**src/rtl/mtt_pkg.sv**
```systemverilog
`timescale 1ns / 1ps
`default_nettype none

package mtt_pkg;

  localparam int IN_SLOT_W = 4;
  localparam int TIME_W    = 32;

  localparam logic [1:0] REQ_DECLARE = 2'd0;
  localparam logic [1:0] REQ_CANCEL  = 2'd1;
  localparam logic [1:0] REQ_EXPIRE  = 2'd2;

  localparam logic [1:0] STAT_OK         = 2'd0;
  localparam logic [1:0] STAT_FULL       = 2'd1;
  localparam logic [1:0] STAT_NOT_ACTIVE = 2'd2;

  localparam logic KIND_EXPIRY = 1'b0;
  localparam logic KIND_STATUS = 1'b1;

  localparam logic [TIME_W-1:0] LIMIT_RESET = 32'd1000000;

  // commands from the controller to the datapath
  typedef enum logic [3:0] {
    OP_NONE,
    OP_ACCEPT,
    OP_FIND,
    OP_DSUM,
    OP_DARM,
    OP_DREL,
    OP_CANCEL,
    OP_SCAN_INIT,
    OP_SCAN,
    OP_COMMIT,
    OP_STATUS
  } op_t;

  typedef struct packed {
    logic [1:0] req;
    logic       cur_free;
    logic       idx_last;
    logic       cancel_bad;
    logic       cancel_next;
    logic       present;
    logic       earlier;
    logic       out_free;
    logic       scan_step;
  } dp_status_t;

endpackage

`default_nettype wire

```
**src/rtl/mtt_ctrl.sv**
```systemverilog
`timescale 1ns / 1ps
`default_nettype none

module mtt_ctrl (
  input  wire                     clk,
  input  wire                     rst,
  input  wire                     in_valid,
  output logic                    in_ready,
  input  wire  [1:0]              req_type,
  input  mtt_pkg::dp_status_t     st,
  output mtt_pkg::op_t            op
);

  typedef enum logic [3:0] {
    S_IDLE,
    S_FIND,
    S_DSUM,
    S_DDEC,
    S_CANCEL,
    S_SCAN_PRE,
    S_SCAN,
    S_SCAN_END,
    S_STATUS
  } state_t;

  state_t state;
  state_t state_next;

  assign in_ready = (state == S_IDLE);

  always_comb begin
    op         = mtt_pkg::OP_NONE;
    state_next = state;
    unique case (state)
      S_IDLE: begin
        if (in_valid) begin
          op = mtt_pkg::OP_ACCEPT;
          unique case (req_type)
            mtt_pkg::REQ_DECLARE: state_next = S_FIND;
            mtt_pkg::REQ_CANCEL:  state_next = S_CANCEL;
            mtt_pkg::REQ_EXPIRE:  state_next = S_SCAN_PRE;
            default:              state_next = S_STATUS;
          endcase
        end
      end
      S_FIND: begin
        op = mtt_pkg::OP_FIND;
        priority if (st.cur_free) begin
          state_next = S_DSUM;
        end else if (st.idx_last) begin
          state_next = S_STATUS;
        end else begin
          state_next = S_FIND;
        end
      end
      S_DSUM: begin
        op         = mtt_pkg::OP_DSUM;
        state_next = S_DDEC;
      end
      S_DDEC: begin
        priority if (!st.present) begin
          op         = mtt_pkg::OP_DARM;
          state_next = S_STATUS;
        end else if (st.earlier) begin
          state_next = S_SCAN_PRE;
        end else begin
          op         = mtt_pkg::OP_DREL;
          state_next = S_STATUS;
        end
      end
      S_CANCEL: begin
        op = mtt_pkg::OP_CANCEL;
        priority if (st.cancel_bad) begin
          state_next = S_STATUS;
        end else if (st.cancel_next) begin
          state_next = S_SCAN_PRE;
        end else begin
          state_next = S_STATUS;
        end
      end
      S_SCAN_PRE: begin
        op         = mtt_pkg::OP_SCAN_INIT;
        state_next = S_SCAN;
      end
      S_SCAN: begin
        op = mtt_pkg::OP_SCAN;
        if (st.scan_step && st.idx_last) begin
          state_next = S_SCAN_END;
        end
      end
      S_SCAN_END: begin
        // an earlier declare arms on its own slot after aging
        op = (st.req == mtt_pkg::REQ_DECLARE) ? mtt_pkg::OP_DARM : mtt_pkg::OP_COMMIT;
        state_next = S_STATUS;
      end
      S_STATUS: begin
        op = mtt_pkg::OP_STATUS;
        if (st.out_free) begin
          state_next = S_IDLE;
        end
      end
      default: begin
        state_next = S_IDLE;
      end
    endcase
  end

  always_ff @(posedge clk) begin
    if (rst) begin
      state <= S_IDLE;
    end else begin
      state <= state_next;
    end
  end

endmodule

`default_nettype wire

```
**src/rtl/mtt_datapath.sv**
```systemverilog
`timescale 1ns / 1ps
`default_nettype none

module mtt_datapath #(
  parameter int NUM_SLOTS = 16
) (
  input  wire                     clk,
  input  wire                     rst,
  input  mtt_pkg::op_t            op,
  output mtt_pkg::dp_status_t     st,
  input  wire  [1:0]              req_type,
  input  wire  [31:0]             duration,
  input  wire  [3:0]              slot,
  input  wire  [31:0]             now,
  input  wire                     cfg_wr_en,
  input  wire  [31:0]             cfg_wr_data,
  input  wire                     out_ready,
  output logic                    out_valid,
  output logic                    kind,
  output logic [3:0]              slot_out,
  output logic [1:0]              status,
  output logic                    armed,
  output logic [31:0]             reload,
  output logic                    rearmed,
  output logic                    last
);

  localparam int SLOT_W = (NUM_SLOTS > 1) ? $clog2(NUM_SLOTS) : 1;

  // request word
  logic [1:0]        req_r;
  logic [31:0]       dur_r;
  logic [3:0]        cslot_r;
  logic [31:0]       now_r;
  logic [31:0]       elapsed_r;
  logic [31:0]       dn_sum;
  logic [31:0]       nb_sum;

  // table state
  logic [NUM_SLOTS-1:0] slot_valid;
  logic [31:0]          rem_mem [NUM_SLOTS];
  logic [31:0]          rdata;
  logic [31:0]          armed_at;
  logic [SLOT_W-1:0]    next_slot;
  logic                 next_present;
  logic [31:0]          limit;

  // scan and result state
  logic [SLOT_W-1:0] idx;
  logic [SLOT_W-1:0] free_idx;
  logic [31:0]       best;
  logic [SLOT_W-1:0] pick;
  logic              found;
  logic [1:0]        stat_r;
  logic [3:0]        res_slot;
  logic [31:0]       reload_r;
  logic              rearmed_r;

  logic              live;
  logic              hit;
  logic [31:0]       aged;
  logic              expire;
  logic              out_free;
  logic              scan_step;
  logic              idx_last;
  logic [31:0]       idx_ext;
  logic [3:0]        idx4;
  logic [31:0]       cslot_ext;
  logic [SLOT_W-1:0] cidx;
  logic              c_in_range;
  logic              cancel_bad;
  logic              cancel_next;
  logic [SLOT_W-1:0] rd_addr;
  logic              we;
  logic [SLOT_W-1:0] wa;
  logic [31:0]       wd;
  logic              load_exp;
  logic              load_st;

  assign live      = slot_valid[idx];
  assign hit       = elapsed_r < rdata;
  assign aged      = rdata - elapsed_r;
  assign expire    = live && !hit;
  assign out_free  = !out_valid || out_ready;
  // an expiring slot waits until its notice can go out
  assign scan_step = !expire || out_free;
  assign idx_last  = (idx == SLOT_W'(NUM_SLOTS - 1));
  assign idx_ext   = 32'(idx);
  assign idx4      = idx_ext[3:0];

  assign cslot_ext   = 32'(cslot_r);
  assign cidx        = cslot_ext[SLOT_W-1:0];
  assign c_in_range  = cslot_ext < 32'(NUM_SLOTS);
  assign cancel_bad  = !c_in_range || !slot_valid[cidx];
  assign cancel_next = next_present && (next_slot == cidx);

  assign load_exp = (op == mtt_pkg::OP_SCAN) && expire && out_free;
  assign load_st  = (op == mtt_pkg::OP_STATUS) && out_free;

  assign st.req         = req_r;
  assign st.cur_free    = !live;
  assign st.idx_last    = idx_last;
  assign st.cancel_bad  = cancel_bad;
  assign st.cancel_next = cancel_next;
  assign st.present     = next_present;
  assign st.earlier     = dn_sum < nb_sum;
  assign st.out_free    = out_free;
  assign st.scan_step   = scan_step;

  // read address leads the scan index by one so a word is ready each cycle
  always_comb begin
    unique case (op)
      mtt_pkg::OP_FIND: rd_addr = next_slot;
      mtt_pkg::OP_SCAN: rd_addr = (scan_step && !idx_last) ? idx + SLOT_W'(1) : idx;
      default:          rd_addr = '0;
    endcase
  end

  always_comb begin
    we = 1'b0;
    wa = idx;
    wd = aged;
    unique case (op)
      mtt_pkg::OP_SCAN: begin
        we = scan_step && live && hit;
      end
      mtt_pkg::OP_DARM: begin
        we = 1'b1;
        wa = free_idx;
        wd = dur_r;
      end
      mtt_pkg::OP_DREL: begin
        // stored relative to the arming time
        we = 1'b1;
        wa = free_idx;
        wd = dur_r + elapsed_r;
      end
      default: begin
        we = 1'b0;
      end
    endcase
  end

  always_ff @(posedge clk) begin
    rdata <= rem_mem[rd_addr];
    if (we) begin
      rem_mem[wa] <= wd;
    end
  end

  always_ff @(posedge clk) begin
    if (rst) begin
      slot_valid   <= '0;
      next_slot    <= '0;
      next_present <= 1'b0;
      armed_at     <= '0;
      limit        <= mtt_pkg::LIMIT_RESET;
      out_valid    <= 1'b0;
    end else begin
      if (cfg_wr_en) begin
        limit <= cfg_wr_data;
      end
      if (load_exp || load_st) begin
        out_valid <= 1'b1;
      end else if (out_ready) begin
        out_valid <= 1'b0;
      end
      unique case (op)
        mtt_pkg::OP_CANCEL: begin
          if (!cancel_bad) begin
            slot_valid[cidx] <= 1'b0;
          end
        end
        mtt_pkg::OP_SCAN: begin
          if (scan_step && expire) begin
            slot_valid[idx] <= 1'b0;
          end
        end
        mtt_pkg::OP_DARM: begin
          slot_valid[free_idx] <= 1'b1;
          armed_at             <= now_r;
          next_slot            <= free_idx;
          next_present         <= 1'b1;
        end
        mtt_pkg::OP_DREL: begin
          slot_valid[free_idx] <= 1'b1;
        end
        mtt_pkg::OP_COMMIT: begin
          next_present <= found;
          next_slot    <= found ? pick : '0;
          if (found) begin
            armed_at <= now_r;
          end
        end
        default: begin
        end
      endcase
    end
  end

  always_ff @(posedge clk) begin
    unique case (op)
      mtt_pkg::OP_ACCEPT: begin
        req_r     <= req_type;
        dur_r     <= duration;
        cslot_r   <= slot;
        now_r     <= now;
        elapsed_r <= now - armed_at;
        dn_sum    <= duration + now;
        idx       <= '0;
        stat_r    <= mtt_pkg::STAT_OK;
        res_slot  <= '0;
        reload_r  <= '0;
        rearmed_r <= 1'b0;
      end
      mtt_pkg::OP_FIND: begin
        if (!live) begin
          free_idx <= idx;
          res_slot <= idx4;
        end else if (idx_last) begin
          stat_r <= mtt_pkg::STAT_FULL;
        end
        if (!idx_last) begin
          idx <= idx + SLOT_W'(1);
        end
      end
      mtt_pkg::OP_DSUM: begin
        nb_sum <= rdata + armed_at;
      end
      mtt_pkg::OP_CANCEL: begin
        if (cancel_bad) begin
          stat_r <= mtt_pkg::STAT_NOT_ACTIVE;
        end
      end
      mtt_pkg::OP_SCAN_INIT: begin
        idx   <= '0;
        best  <= limit;
        pick  <= '0;
        found <= 1'b0;
      end
      mtt_pkg::OP_SCAN: begin
        if (scan_step) begin
          if (live && hit && (aged < best)) begin
            best  <= aged;
            pick  <= idx;
            found <= 1'b1;
          end
          if (!idx_last) begin
            idx <= idx + SLOT_W'(1);
          end
        end
      end
      mtt_pkg::OP_DARM: begin
        reload_r  <= dur_r;
        rearmed_r <= 1'b1;
      end
      mtt_pkg::OP_COMMIT: begin
        if (found) begin
          reload_r  <= best;
          rearmed_r <= 1'b1;
        end
      end
      default: begin
      end
    endcase

    priority if (load_exp) begin
      kind     <= mtt_pkg::KIND_EXPIRY;
      slot_out <= idx4;
      status   <= mtt_pkg::STAT_OK;
      armed    <= 1'b0;
      reload   <= '0;
      rearmed  <= 1'b0;
      last     <= 1'b0;
    end else if (load_st) begin
      kind     <= mtt_pkg::KIND_STATUS;
      slot_out <= res_slot;
      status   <= stat_r;
      armed    <= next_present;
      reload   <= reload_r;
      rearmed  <= rearmed_r;
      last     <= 1'b1;
    end else begin
    end
  end

  // the slot being waited on is live whenever a status word goes out
  assert property (@(posedge clk) disable iff (rst)
    (op == mtt_pkg::OP_STATUS && next_present) |-> slot_valid[next_slot])
    else $error("next slot is not live at request end");

  // a blocked expiry notice holds the scan in place
  assert property (@(posedge clk) disable iff (rst)
    (op == mtt_pkg::OP_SCAN && expire && !out_free) |=> $stable(idx))
    else $error("scan advanced past a blocked expiry");

  // a rearm always leaves the timer running
  assert property (@(posedge clk) disable iff (rst)
    (op == mtt_pkg::OP_STATUS && rearmed_r) |-> next_present)
    else $error("rearmed without a next slot");

  // arming a declared slot makes it the live next slot
  assert property (@(posedge clk) disable iff (rst)
    (op == mtt_pkg::OP_DARM) |=> (next_present && slot_valid[next_slot]))
    else $error("declare arm did not take effect");

endmodule

`default_nettype wire

```
**src/rtl/multiplexed_timer_table.sv**
```systemverilog
// multiplexed timer table: NUM_SLOTS software timers sharing one countdown.
// input channel (in_valid/in_ready) takes one request word: req_type, duration,
// slot and now. output channel (out_valid/out_ready) returns zero or more expiry
// notices (kind 0, in slot order) and then one status word (kind 1, last 1).
// cfg_wr_en/cfg_wr_data write the max schedulable time; write only when idle.
// one request is worked at a time; in_ready is high only between requests.
// requests that sweep the table: an expiry, a cancel of the pending slot, and
// a declare whose new deadline is sooner than the pending one; a declare first
// searches from slot 0 for the lowest free slot, through every slot when full.
// a cancel of another or an inactive slot and an unknown request do not sweep.
// the sweep over the remaining-time memory takes one slot per cycle through its
// single read port, while no expiry notice is held back by the output.
// the output register takes one word; while it is not taken the sweep holds
// on the next expiring slot and the status word waits, and a new request can
// be accepted while the last status word is still waiting.
// reset clears all slots, disarms the timer and loads the limit with 1000000.
`timescale 1ns / 1ps
`default_nettype none

module multiplexed_timer_table #(
  parameter int NUM_SLOTS = 16
) (
  input  wire         clk,
  input  wire         rst,
  input  wire         in_valid,
  output logic        in_ready,
  input  wire  [1:0]  req_type,
  input  wire  [31:0] duration,
  input  wire  [3:0]  slot,
  input  wire  [31:0] now,
  input  wire         cfg_wr_en,
  input  wire  [31:0] cfg_wr_data,
  output logic        out_valid,
  input  wire         out_ready,
  output logic        kind,
  output logic [3:0]  slot_out,
  output logic [1:0]  status,
  output logic        armed,
  output logic [31:0] reload,
  output logic        rearmed,
  output logic        last
);

  mtt_pkg::op_t        op;
  mtt_pkg::dp_status_t st;

  mtt_ctrl u_ctrl (
    .clk      (clk),
    .rst      (rst),
    .in_valid (in_valid),
    .in_ready (in_ready),
    .req_type (req_type),
    .st       (st),
    .op       (op)
  );

  mtt_datapath #(
    .NUM_SLOTS (NUM_SLOTS)
  ) u_datapath (
    .clk         (clk),
    .rst         (rst),
    .op          (op),
    .st          (st),
    .req_type    (req_type),
    .duration    (duration),
    .slot        (slot),
    .now         (now),
    .cfg_wr_en   (cfg_wr_en),
    .cfg_wr_data (cfg_wr_data),
    .out_ready   (out_ready),
    .out_valid   (out_valid),
    .kind        (kind),
    .slot_out    (slot_out),
    .status      (status),
    .armed       (armed),
    .reload      (reload),
    .rearmed     (rearmed),
    .last        (last)
  );

endmodule

`default_nettype wire

```
**config.mk**
```make
export PLATFORM = sky130hd
export DESIGN_NAME = multiplexed_timer_table
export DESIGN_NICKNAME = d
export VERILOG_FILES = /design/src/rtl/mtt_pkg.sv /design/src/rtl/mtt_ctrl.sv /design/src/rtl/mtt_datapath.sv /design/src/rtl/multiplexed_timer_table.sv
export SDC_FILE = /design/constraint.sdc
export NUM_CORES = 2
export LEC_CHECK = 0
export ABC_AREA = 1
export BUFFER_PORTS_ARGS = -buffer_cell sky130_fd_sc_hd__clkbuf_2
export CAP_MARGIN = 10
export CORE_UTILIZATION = 55
export CTS_CLUSTER_DIAMETER = 30
export DETAILED_ROUTE_END_ITERATION = 8
export PLACE_DENSITY = 0.72
export SLEW_MARGIN = 40
export SYNTH_ARGS = -nofsm -noshare
export SYNTH_HDL_FRONTEND = slang
export SYNTH_SLANG_ARGS = --single-unit
```
**constraint.sdc**
```tcl
create_clock -name clk -period 32 [get_ports clk]
set_clock_uncertainty 0.15 [all_clocks]
set_input_delay 6.4 -clock clk [delete_from_list [all_inputs] [get_ports clk]]
set_output_delay 6.4 -clock clk [all_outputs]
set_load 0.03 [all_outputs]
```
Yosys cells after proc, flatten, opt, wreduce, memory -nomap -nowiden
Memories as Yosys holds them, arrays and structs flattened. A register that Yosys moved wholly into a read port is not among the register bits. Index checks and enable logic that the tools add are counted.

Add/subtract/negate cells: 6. Order comparisons: 10. Equal/unequal tests: 34. Mux-type cells: 67. Bitwise operators: 6. Reduce and logical (&&, ||, !) cells: 48.

Operators with widths (count): $pmux 32 s2 (3); $mux 32 (4); $add 32x32->32 (3); $lt 32x32->1 (3); $pmux 32 s3 (1); $mux 4 (21); $pmux 4 s9 (2); $sub 32x32->32 (2); $pmux 16 s3 (1); $and 16x16->16 (2); $eq 4x3->1 const B (8); $mux 16 (2); $not 16->16 (2); $pmux 4 s2 (4); $pmux 4 s3 (2); $eq 4x4->1 const B (5); $lt 4x5->1 const B (4); $eq 4x2->1 const B (4); $or 16x16->16 (1); $logic_and 1x1->1 (15); $ne 2x1->1 const B (7); $mux 1 (13); $demux 1 s4 (3); $ge 4x1->1 const B (3); 23 further kinds (56).

Register bits after elaboration: 381. Memory bits (writable): 512. Bits of input ports: 107. Output and inout port bits: 44. Logic and storage cells: 201. Memories kept: 1.

Memories: u_datapath.rem_mem (depth 16, bits a word 32, rd ports 1, clocked after memory_dff 1, write ports 1, line mtt_datapath.sv:41) `logic [31:0] rem_mem [NUM_SLOTS];`.

Logic depth before layout (Yosys ltp)
Depth after elaboration: 10. Depth in mapped cells: 27. Mapped depth without buffers: 27.

Modules after synthesis
A second synthesis with hierarchy kept.

Cell total of the unflattened synthesis: 5263. Area, all modules: 48236.3 sq um.

Modules (own cells, without submodules): mtt_datapath (times used 1, cells an instance 5175, area each 47748.3 sq um, seq. area each 26105.0 sq um); mtt_ctrl (times used 1, cells an instance 88, area each 488.0 sq um, seq. area each 80.1 sq um).

Worst setup path after synthesis
OpenSTA, ideal clock, no wires.

Kind: in2reg. Start: input port in_valid. End: register u_datapath.rearmed_r (enable). Setup time: 0.434 ns. Arrival: 14.189 ns. Data required time: 31.416 ns. Slack: 17.227 ns. Stages on the path: 6. Buffers on the path: 0. Cells stage by stage: inv_1 -> nor2_1 -> nor4_1 -> nand2_1 -> nand4_1 -> a21oi_1.

Cells in the longest elaborated chain, start to end: 5. Elaborated cells on any way between the ends: 8. Those cells by class: eq/ne (4); mux (2); reduce/logical (2).

RTL lines: start: declaration (line multiplexed_timer_table.sv:25) `input wire in_valid,`; $mux 1 (*) (line mtt_ctrl.sv:36) `if (in_valid) begin`; $pmux 4 s9 (*) (line mtt_ctrl.sv:34) `unique case (state)`; $eq 4x4->1 (tied with other cells) (line mtt_datapath.sv:202) `unique case (op)`; $ne 2x1->1 (no line) / $reduce_bool 3->1 (equally long branches); $reduce_and 2->1 (no line) (*); end signal: assignment (line mtt_datapath.sv:214) `rearmed_r <= 1'b0;`; end signal: assignment (line mtt_datapath.sv:255) `rearmed_r <= 1'b1;`; end signal: assignment (line mtt_datapath.sv:260) `rearmed_r <= 1'b1;`; end: declaration (line mtt_datapath.sv:57) `logic rearmed_r;`.

Every way passes the cells marked *; elsewhere a longest branch is shown, timed or not. A chain may end at the register's enable or synchronous reset.

Worst setup path after layout
Start: input port out_ready. End: register u_datapath.rdata[18] (read register of u_datapath.rem_mem).

Cells in the longest elaborated chain, start to end: 5.

RTL lines: start: declaration (line multiplexed_timer_table.sv:34) `input wire out_ready,`; $logic_or 1x1->1 (line mtt_datapath.sv:84) `assign out_free = !out_valid || out_ready;`; $logic_or 1x1->1 (line mtt_datapath.sv:86) `assign scan_step = !expire || out_free;`; $logic_and 1x1->1 (line mtt_datapath.sv:114) `mtt_pkg::OP_SCAN: rd_addr = (scan_step && !idx_last) ? idx + SLOT_W'(1) : idx;`; $mux 4 (line mtt_datapath.sv:114); $pmux 4 s2 (line mtt_datapath.sv:112) `unique case (op)`; end: declaration (line mtt_datapath.sv:42) `logic [31:0] rdata;`.

Every way passes these cells.

==> metrics.cfg <==
[sta]
slew_headroom_pct = 35.3
finalSetupTns_ns = 0
fin_crit_sh_pct = 28.4
hold_violations = 0
setup_violations = 0
drv_slew = 0
max_freq_mhz = 110
worst_slew_pin_slew_ns = 0.960
rsz0062_at_grt = false
layout_min_cycle_time_ns = 9.08

[yosys]
async_reset_ff_share_pct = 0
syn_area_sq_um = 47200
synth-simple-area-share_pct = 21.0
synth_warnings = 0
synth_compound_area_share_pct = 7.48
yosys_register_bits = 925
synthMuxAreaShare_pct = 0
seq_area_frac_synth_pct = 55.4
synth_fp_nets = 5452
synth_top_family_by_area = simple AND/OR/NAND/NOR gates
ys_types = 58
synthFlopType = edfxtp_1
synth_edf_count = 766
synth-xor-area-share_pct = 2.63
synth_area_per_cell_sq_um = 9.24
postSynthCellCount = 5115
synth_fa_ha_area_share_pct = 6.17

[setup_path]
path_max_fanout = 33
worst-path-buf-inv = 3
worstSetupStartpointType = primary input
worstPathCellList = clkbuf_2, nor2_1, nand3_4, nand2_1, o21ai_1, a31oi_4, clkinv_2, buf_4, nand3_1, nand3_1, nand2_1
path_delay_family = buffers and inverters
endpoint_kind = flop
arrival_ns = 9.64
cp_data_required_time_ns = 32.56
cp_slowest_stage_delay_ns = 0.78
crit_type = in -> reg
crit_slowest_cell = clkinv_2

[outcome]
status = completed

[global_route]
grt_overflow_total = 0
grt_max_degree = 129
grt_pass1_vias = 35100
grt_antenna_before_repair = 2
track_usage_pct = 31.1
grt_pass1_wl_mm = 204

[finish]
post-route-util_pct = 65.1
nNetsFinal = 5654
syn_to_final_growth_pct = 17.3
fillerInstances = 6727
num_antenna_cells = 0
drive_above_1_share_pct = 10.5

[floorplanning]
initial_core_util_pct = 55.5
die_w_microns = 295
ios = 151
core_area_sq_um = 85100
die_h_microns = 295
design.die.area_sq_um = 87100
placementRows = 107

[clocking]
clk_pin_slew_worst_paths_ns = 0.05
cts_made_buffers = 175
post_cts_buffers = 0
cts_root_buf = clkbuf_16
numClockSinks = 925
cts_hold_buffers = 0
cts_buffer_depth = 3
cts_tree = yes
clk_latency_ns = 0.79
htree_levels = 4
cts_resized = 0

[routing]
firstDrtPassIters = 6
dr.first_iter.drc_count = 4219
vias = 37900
wl_per_cell_microns = 20.6
finalWirelength_mm = 136
drt_drc_violations_left = 0
vias_per_cell = 5.74
final_antenna_net_count = 0

[placement]
dp_hpwl_mm = 88.1
port_buffers = 150
place_congestion = 0.986

[power]
powerDensity_nw_per_um2 = 97.1
ir_drop_uv = 62.0
p_leak_nw = 23.9

[min_path]
holdCritPathClass = reg -> reg

[run]
cap_violations = 0

[flip-flops by register name, indices dropped and copies added (netlist names), 32 cells and up]
name                  cells
u_datapath.reload_r      32
u_datapath.best          32
u_datapath.dur_r         32
u_datapath.rem_mem      512
u_datapath.armed_at      32
u_datapath.rdata         32
u_datapath.now_r         32
u_datapath.nb_sum        32
u_datapath.reload        32
u_datapath.elapsed_r     32
u_datapath.limit         32
u_datapath.dn_sum        32
[logic make-up after synthesis]
group,count (synthesis)
flops,925
xor+xnor,142
simple gates,2348
compound gates,627
buf+inv,843
fa+ha+maj,230
[cells in the final DEF, fill, tap and decap left out, drive strengths merged, types with 10 or more instances in the layout]
| master | count |
|---|---|
| nand2 | 1316 |
| edfxtp | 766 |
| nand3 | 713 |
| inv | 658 |
| clkbuf | 366 |
| a21oi | 283 |
| nor2 | 246 |
| ha | 225 |
| o21ai | 190 |
| dfxtp | 159 |
| xor2 | 85 |
| buf | 77 |
| clkinv | 58 |
| xnor2 | 57 |
| o211ai | 34 |
| nand4 | 30 |
| a31oi | 23 |
| nor3 | 23 |
| bufinv | 20 |
| clkinvlp | 19 |
| o21a | 12 |
| o21bai | 12 |
| o32ai | 12 |
| nor4 | 12 |
| a21o | 10 |
| a21boi | 10 |
[per-layer routing]
layer,vias to the layer above,routed length (microns),part of all wire [%],global-route usage [%]
li1,17800,-,-,-
met1,17900,56800,42,43.6
met2,1912,61800,45,48.1
met3,278,13500,9.9,6.16
met4,2,4320,3.2,11.4
met5,-,19,0.014,0
[stage by stage]
step	std cells	cell area (sq um)	total power, W	setup WS (ns)	hold slack (ns)
floorplan	5115	47200	0.00291	17.23	0.271
global placement	6265	49100	0.00343	21.59	0.295
detailed placement	6283	49200	0.00348	22.10	0.295
CTS	6613	55400	0.00536	22.87	0.308
global route	6614	55400	0.00561	22.70	0.333
finish	6614	55400	0.00538	22.92	0.309
[layout make-up]
cell class	count	area, sq um	area share, %
clock buffers	216	4710	8.50
clock inverters	114	1440	2.60
inverters	641	2420	4.37
multi-input cells	3347	17900	32.2
flip-flops and latches	925	26200	47.2
well taps	1144	1430	2.58
repair buffers	227	1380	2.49
[cell usage after synthesis (17+ instances only)]
cell      instances  area, sq um
nor3_1           22          110
nand2_1        1309         4910
nand4_1          29          181
dfxtp_1         159         3180
a21oi_1         282         1410
clkbuf_1         80          300
a31oi_1          23          144
nand3_1         711         3560
buf_4            17          128
o21ai_0         179          896
buf_2            83          415
inv_1           633         2380
o211ai_1         34          255
xor2_1           85          744
edfxtp_1        766        23000
xnor2_1          57          499
nor2_1          243          912
ha_1            225         2820
[worst register-to-register path, stage by stage, from the launching register on]
cell	delay, ns
edfxtp_1	0.36
inv_1	0.07
ha_1	0.24
a21o_1	0.18
a31oi_1	0.21
o21ai_1	0.14
nand2_1	0.11
nand2_1	0.11
nand2_1	0.26
nand2_1	0.12
o21ai_1	0.25
nand2_1	0.54
nand2_2	0.54
buf_4	0.53
nand2_1	0.11
o21ai_0	0.17
nand3_1	0.41
nor2_4	0.79
buf_4	0.48
[power by group]
| group | leakage [nW] | internal [W] | switching, W |
|---|---|---|---|
| combinational | 12.6 | 0.000456 | 0.00115 |
| sequential | 8.32 | 0.00179 | 0.000105 |
| clock | 2.95 | 0.00122 | 0.000656 |
| total | 23.9 | 0.00347 | 0.00191 |
[final timing paths]
kind	cells after the start	from	slack [ns]	endpoint
worst min register to register	2	u_datapath.limit[6]	0.31	u_datapath.limit[6]
worst max register to register	18	u_datapath.nb_sum[3]	25.87	u_datapath.rem_mem[7][31]
worst min-delay path	2	u_datapath.limit[6]	0.31	u_datapath.limit[6]
worst max-delay path	11	out_ready	22.92	u_datapath.rdata[18]
(Power assumes the default switching activity.)
